[config.mk]
export PLATFORM = sky130hd
export DESIGN_NAME = stbi_ctrl
export DESIGN_NICKNAME = d
export VERILOG_FILES = /design/src/hw/rtl/stbi_pkg.sv /design/src/hw/rtl/stbi_ctrl.sv
export SDC_FILE = /design/constraint.sdc
export NUM_CORES = 1
export LEC_CHECK = 0
export BUFFER_PORTS_ARGS = -buffer_cell sky130_fd_sc_hd__buf_4
export CORE_AREA = 2 2 39 41
export DETAILED_ROUTE_END_ITERATION = 16
export DIE_AREA = 0 0 41 43
export PLACE_DENSITY = 0.54
export SETUP_SLACK_MARGIN = 0.15
export SLEW_MARGIN = 20
export SYNTH_ARGS = -nofsm -noshare
export SYNTH_HDL_FRONTEND = slang
export SYNTH_SLANG_ARGS = --single-unit
export TNS_END_PERCENT = 30
[constraint.sdc]
create_clock -name clk_i -period 2.6 [get_ports clk_i]
set_input_delay 0.26 -clock clk_i [delete_from_list [all_inputs] [get_ports clk_i]]
set_output_delay 0.26 -clock clk_i [all_outputs]
set_load 0.05 [all_outputs]
[src/hw/rtl/stbi_pkg.sv]
package stbi_pkg;

  // Fixed field widths of the request and response
  localparam int unsigned ModeFieldW = 2;
  localparam int unsigned KeyFieldW  = 32;
  localparam int unsigned PosFieldW  = 9;

  // Operation codes; the remaining code is a no-op
  typedef enum logic [ModeFieldW-1:0] {
    MODE_INSERT = 2'd0,
    MODE_FIND   = 2'd1,
    MODE_CLEAR  = 2'd2
  } mode_e;

  typedef struct packed {
    logic [ModeFieldW-1:0] mode;
    logic [KeyFieldW-1:0]  key;
  } req_t;

  typedef struct packed {
    logic                 found;
    logic                 inserted;
    logic [PosFieldW-1:0] location;
    logic                 table_full;
    logic [PosFieldW-1:0] entry_count;
  } rsp_t;

  typedef enum logic [2:0] {
    ST_IDLE,
    ST_SEARCH,
    ST_COMPARE,
    ST_DECIDE,
    ST_SHIFT_PRIME,
    ST_SHIFT,
    ST_WRITE_KEY,
    ST_FINISH
  } state_e;

  // Controller to datapath
  typedef struct packed {
    logic load;         // capture request, open the search range
    logic probe;        // read the middle entry
    logic compare;      // narrow the range on the read entry
    logic miss;         // search ended without a match
    logic set_full;     // insert refused, table full
    logic shift_prime;  // read the top valid entry
    logic shift_step;   // move one entry up, read the next lower one
    logic write_key;    // store the key at the search position
    logic finish;       // load the response register
  } cmd_t;

  // Datapath to controller
  typedef struct packed {
    logic range_open;
    logic key_eq;
    logic is_insert;
    logic refuse_dup;
    logic tbl_full;
    logic pos_at_end;
    logic shift_more;
  } status_t;

endpackage

[src/hw/rtl/stbi_ctrl.sv]
module stbi_ctrl (
  input  logic                            clk_i,
  input  logic                            rst_ni,
  input  logic                            in_valid_i,
  input  logic [stbi_pkg::ModeFieldW-1:0] in_mode_i,
  input  logic                            out_stall_i,
  input  stbi_pkg::status_t               status_i,
  output stbi_pkg::cmd_t                  cmd_o,
  output logic                            in_stall_o,
  output logic                            out_valid_o
);
  import stbi_pkg::*;

  state_e state_q, state_d;
  logic   out_valid_q, out_valid_d;
  logic   accept, slot_free;

  assign in_stall_o  = state_q != ST_IDLE;
  assign accept      = in_valid_i && state_q == ST_IDLE;
  assign slot_free   = ~out_valid_q | ~out_stall_i;
  assign out_valid_o = out_valid_q;

  // Next state
  always_comb begin
    state_d = state_q;
    case (state_q)
      ST_IDLE: begin
        if (accept) begin
          if (in_mode_i == MODE_INSERT || in_mode_i == MODE_FIND) begin
            state_d = ST_SEARCH;
          end else begin
            state_d = ST_FINISH;
          end
        end
      end
      ST_SEARCH: begin
        state_d = status_i.range_open ? ST_COMPARE : ST_DECIDE;
      end
      ST_COMPARE: begin
        state_d = status_i.key_eq ? ST_DECIDE : ST_SEARCH;
      end
      ST_DECIDE: begin
        if (!status_i.is_insert || status_i.refuse_dup || status_i.tbl_full) begin
          state_d = ST_FINISH;
        end else if (status_i.pos_at_end) begin
          state_d = ST_WRITE_KEY;
        end else begin
          state_d = ST_SHIFT_PRIME;
        end
      end
      ST_SHIFT_PRIME: begin
        state_d = ST_SHIFT;
      end
      ST_SHIFT: begin
        if (!status_i.shift_more) begin
          state_d = ST_WRITE_KEY;
        end
      end
      ST_WRITE_KEY: begin
        state_d = ST_FINISH;
      end
      ST_FINISH: begin
        if (slot_free) begin
          state_d = ST_IDLE;
        end
      end
      default: begin
        state_d = ST_IDLE;
      end
    endcase
  end

  // Datapath commands
  always_comb begin
    cmd_o = '0;
    case (state_q)
      ST_IDLE: begin
        cmd_o.load = accept;
      end
      ST_SEARCH: begin
        cmd_o.probe = status_i.range_open;
        cmd_o.miss  = ~status_i.range_open;
      end
      ST_COMPARE: begin
        cmd_o.compare = 1'b1;
      end
      ST_DECIDE: begin
        cmd_o.set_full = status_i.is_insert & ~status_i.refuse_dup & status_i.tbl_full;
      end
      ST_SHIFT_PRIME: begin
        cmd_o.shift_prime = 1'b1;
      end
      ST_SHIFT: begin
        cmd_o.shift_step = 1'b1;
      end
      ST_WRITE_KEY: begin
        cmd_o.write_key = 1'b1;
      end
      ST_FINISH: begin
        cmd_o.finish = slot_free;
      end
      default: begin
        cmd_o = '0;
      end
    endcase
  end

  // Response valid: set on finish, cleared when taken
  always_comb begin
    out_valid_d = out_valid_q;
    if (cmd_o.finish) begin
      out_valid_d = 1'b1;
    end else if (out_valid_q && !out_stall_i) begin
      out_valid_d = 1'b0;
    end
  end

  always_ff @(posedge clk_i or negedge rst_ni) begin
    if (!rst_ni) begin
      state_q     <= ST_IDLE;
      out_valid_q <= 1'b0;
    end else begin
      state_q     <= state_d;
      out_valid_q <= out_valid_d;
    end
  end

endmodule

Word level (Yosys, flattened, before mapping) --
Index checks and enable logic that the tools add are counted.
Storage, ports and cells: word-level logic and storage cells 52, input port bits 13, bits in registers 4, output and inout port bits 11
Cells by class: reduce and logical (&&, ||, !) cells 12, bitwise logic cells 7, equal/unequal tests 11, muxes and demuxes 20
Operators by type and width (number):
- one-hot mux 3 bit (8 select lines) | 1
- equality test 3 bit, second input constant | 4
- 2-to-1 mux 1 bit | 12
- 2-to-1 mux 3 bit | 4
- equality test 3 x 2 -> 1 bit, second input constant | 2
- 2-to-1 mux 2 bit | 3
- != test 2 bit, second input constant | 3
- inverter 1 bit | 4
- equality test 3 x 1 -> 1 bit, second input constant | 1
- zero test 3 bit | 1
- logical OR 1 bit | 3
- AND reduction 3 bit | 1
- nonzero test 3 bit | 1
- AND 1 bit | 2
- equality test 2 x 1 -> 1 bit, second input constant | 1
- logical AND 1 bit | 2
- zero test 1 bit | 2
- zero test 2 bit | 1
- nonzero test 2 bit | 1
- bitwise OR 1 bit | 1

Depth between registers and ports, before layout --
depth in word-level cells 5, gate-level depth with buffers 5, gate-level depth less buffers 4

Worst setup path after synthesis --
No wires, ideal clock.
kind register -> output, from reg state_q[2], to out cmd_o[5] in the netlist's numbering, setup slack 114 ps, data arrival time 2226 ps, data required time 2340 ps, stages on the path, launching flop included 3, path through dfrtp_1 > buf_4 > nor4b_1
RTL lines:
- start, declared | line stbi_ctrl.sv:14 | state_e state_q, state_d;
- start signal, assigned | line stbi_ctrl.sv:123 | state_q <= state_d;
- end, declared | line stbi_ctrl.sv:8 | output stbi_pkg::cmd_t cmd_o,

==> flow_summary.toml <==
[outcome]
status = "finished clean"

[global_route]
grt_pass1_vias = 374
grt_overflow = 0
grt_max_degree = 16
grt_pass1_wl_um = 1640
grtUsageTotal = 0.136
antenna_found_initial = 0

[floorplan]
rows = 14
die_height_um = 43
die_w_um = 41
ios = 24
dieArea_um2 = 1760
initial_core_util = 0.264
fp.coreArea_um2 = 1380

[clocking]
clockBufferDepth = 2
cts_setup_buffers = 0
clkLatencyLatePin_ns = 0.24
htreeDepth = 1
clock-sinks = 4
cts_tree = "yes"
cts_root_buffer = "clkbuf_4"
clk_pin_slew_ns = 0.04
cts_buffers = 3

[setup_path]
r2r-end = "state_q[0]$_DFFE_PN0P_"
timing.critical_path.to = "cmd_o[8]"
path_class = "reg2out"
path_max_fanout = 14
crit_path_start = "state_q[0]$_DFFE_PN0P_"
cp-start-kind = "flip-flop"
r2r_start = "state_q[2]$_DFFE_PN0P_"
cp.arrival_ns = 1.45
regToRegSetupSlack_ns = 1.27
cp.required_ns = 2.34
end_kind = "output pin"
worstRegToRegCells = 4

[timing]
skew_ns = 0.000733
finalHoldViolations = 0
setup_ws_ns = 0.885
relSlewSlack = 0.714
setup_tns_ns = 0
finalCritPeriodShare = 0.660
max_freq_ghz = 0.583
grt_setup_unrepaired = "no"
fin_crit_ns = 1.71
worstMarginPinSlew_ns = 0.429
finalSetupViolCount = 0
slew_viol_final = 0

[synth]
muxShareOfSynthArea = 0
synthesis.area_um2 = 365
synth_xor_area_frac = 0
synth_flop_cell = "dfrtp_1"
ys_async_sr_fraction = 1.00
ys_warn_count = 0
synth_top_family_by_area = "simple AND/OR/NAND/NOR gates"
synth_nets = 60
syn_area_per_cell_um2 = 7.77
yosys.area_share.simple = 0.373
synth.most_common_cell = "nor2_1"
postSynthCellCount = 47
postSynthRegisterBits = 4
synthAdderAreaFrac = 0
ys_types = 27
synth_common_cells = "7 x nor2_1, 4 x dfrtp_1, 3 x a21oi_1, 3 x inv_1, 3 x nand2_1"
yosysTopAreaCellShare = 0.274
ys_seq_area_frac = 0.274
synth-compound-area-share = 0.236
yosysTopAreaCell = "dfrtp_1"
yosys-top-cells-area = "dfrtp_1 27%, nor2_1 7.2%, a21oi_1 4.1%, buf_4 4.1%, a31oi_1 3.4%"
synth-edff-count = 0

[final_layout]
drive_gt1_frac = 0.435
antenna_cells = 0
fin_nets = 84
finalNonFillerCells = 85
fillers = 156
area_growth_syn_to_layout_pct = 52.7

[detailed_routing]
ant_nets = 0
dr.pass1.iters = 4
wl_per_cell_um = 11.0
wl_um = 936
vias_per_cell = 4.93
route.detailed.drc = 0
initialDrtViolationCount = 3
vias = 419

[placed_design]
dp_slack_ns = 1.12
dp_hpwl_um = 719
gp_congestion = 0.716
io_buffers = 22
dp.cells = 81

[hold_path]
hp-class = "in2reg"

[power]
vdd_drop_max_mv = 0.546
p_leak_nw = 0.278
p_per_area_nw_per_um2 = 1350
p_total_uw = 752

[flow_run]
drv_cap = 0
## stage by stage
step	util	cell area (um^2)	hold slack (ns)
6_report	0.403	558	0.285
5_1_grt	0.403	558	0.317
4_1_cts	0.403	558	0.284
3_5_place_dp	0.380	526	0.0583
3_3_place_gp	0.380	526	0.0578
2_1_floorplan	-	372	-0.0356
## cells by family after synthesis
family	Yosys count
and+or+nand+nor	24
AOI/OAI and AO/OA	12
buffers and inverters	7
DFF	4
## worst min path at each step
| stage | start | to | slack, ns | depth (start not counted) |
|---|---|---|---|---|
| finish | out_stall_i | out_valid_o$_DFFE_PN0P_ | 0.28 | 3 |
| global route | out_stall_i | out_valid_o$_DFFE_PN0P_ | 0.32 | 3 |
| CTS | out_stall_i | out_valid_o$_DFFE_PN0P_ | 0.28 | 3 |
| detailed placement | rst_ni | state_q[0]$_DFFE_PN0P_ | 0.06 | 1 |
| floorplan | rst_ni | out_valid_o$_DFFE_PN0P_ | -0.04 | 0 |
| global placement | rst_ni | state_q[0]$_DFFE_PN0P_ | 0.06 | 1 |
## state kept, by name, indices dropped and copies added (netlist names)
register,flops
state_q,3
out_valid_o,1
## routing by layer
layer	part of all wire	GRT usage
met1	0.44	0.182
met2	0.46	0.178
met3	0.087	0.0681
met4	0.0085	0.0600
met5	0	0
## cell usage in the layout (no fill, tap or decap)
master	n
and4_1	1
nand3_1	2
and3b_1	1
nor3_1	2
o22ai_1	1
nor2_2	1
nor4b_2	1
a31oi_1	2
a21oi_1	3
o311a_1	1
a21o_1	1
nand4_1	1
dfrtp_1	4
inv_1	3
o22ai_2	1
o21ai_0	1
clkbuf_4	3
a41oi_1	1
and4b_1	1
dlygate4sd3_1	1
nand2b_1	2
o21ai_2	1
nand2_1	3
or3_4	1
and3_1	1
buf_4	22
nor2_1	7
## final cells by class
class | count | area, um^2 | area share
timing repair buffer | 23 | 175 | 0.314
sequential | 4 | 100 | 0.179
multi-input combinational | 36 | 229 | 0.410
clock buffer | 3 | 22.5 | 0.0404
tap | 16 | 20.0 | 0.0359
inverter | 3 | 11.3 | 0.0202
## where the power goes
group / switching (mW) / leakage, nW / internal [mW]
logic: 0.312 / 0.217 / 0.180
registers: 0.0886 / 0.0474 / 0.0942
clock network: 0.0253 / 0.0138 / 0.0516
total: 0.426 / 0.278 / 0.326
## critical path: stages, from the launching register on
cell	delay [ns]
dfrtp_1	0.50
or3_4	0.44
nor2_2	0.08
buf_4	0.19
## timing repair
action,CTS,global route
hold endpoints to repair,4,0
endpoints found under the setup margin,0,0
resized for setup,0,0
hold buffers,1,0
No activity file was read; power rests on OpenSTA's default activity.
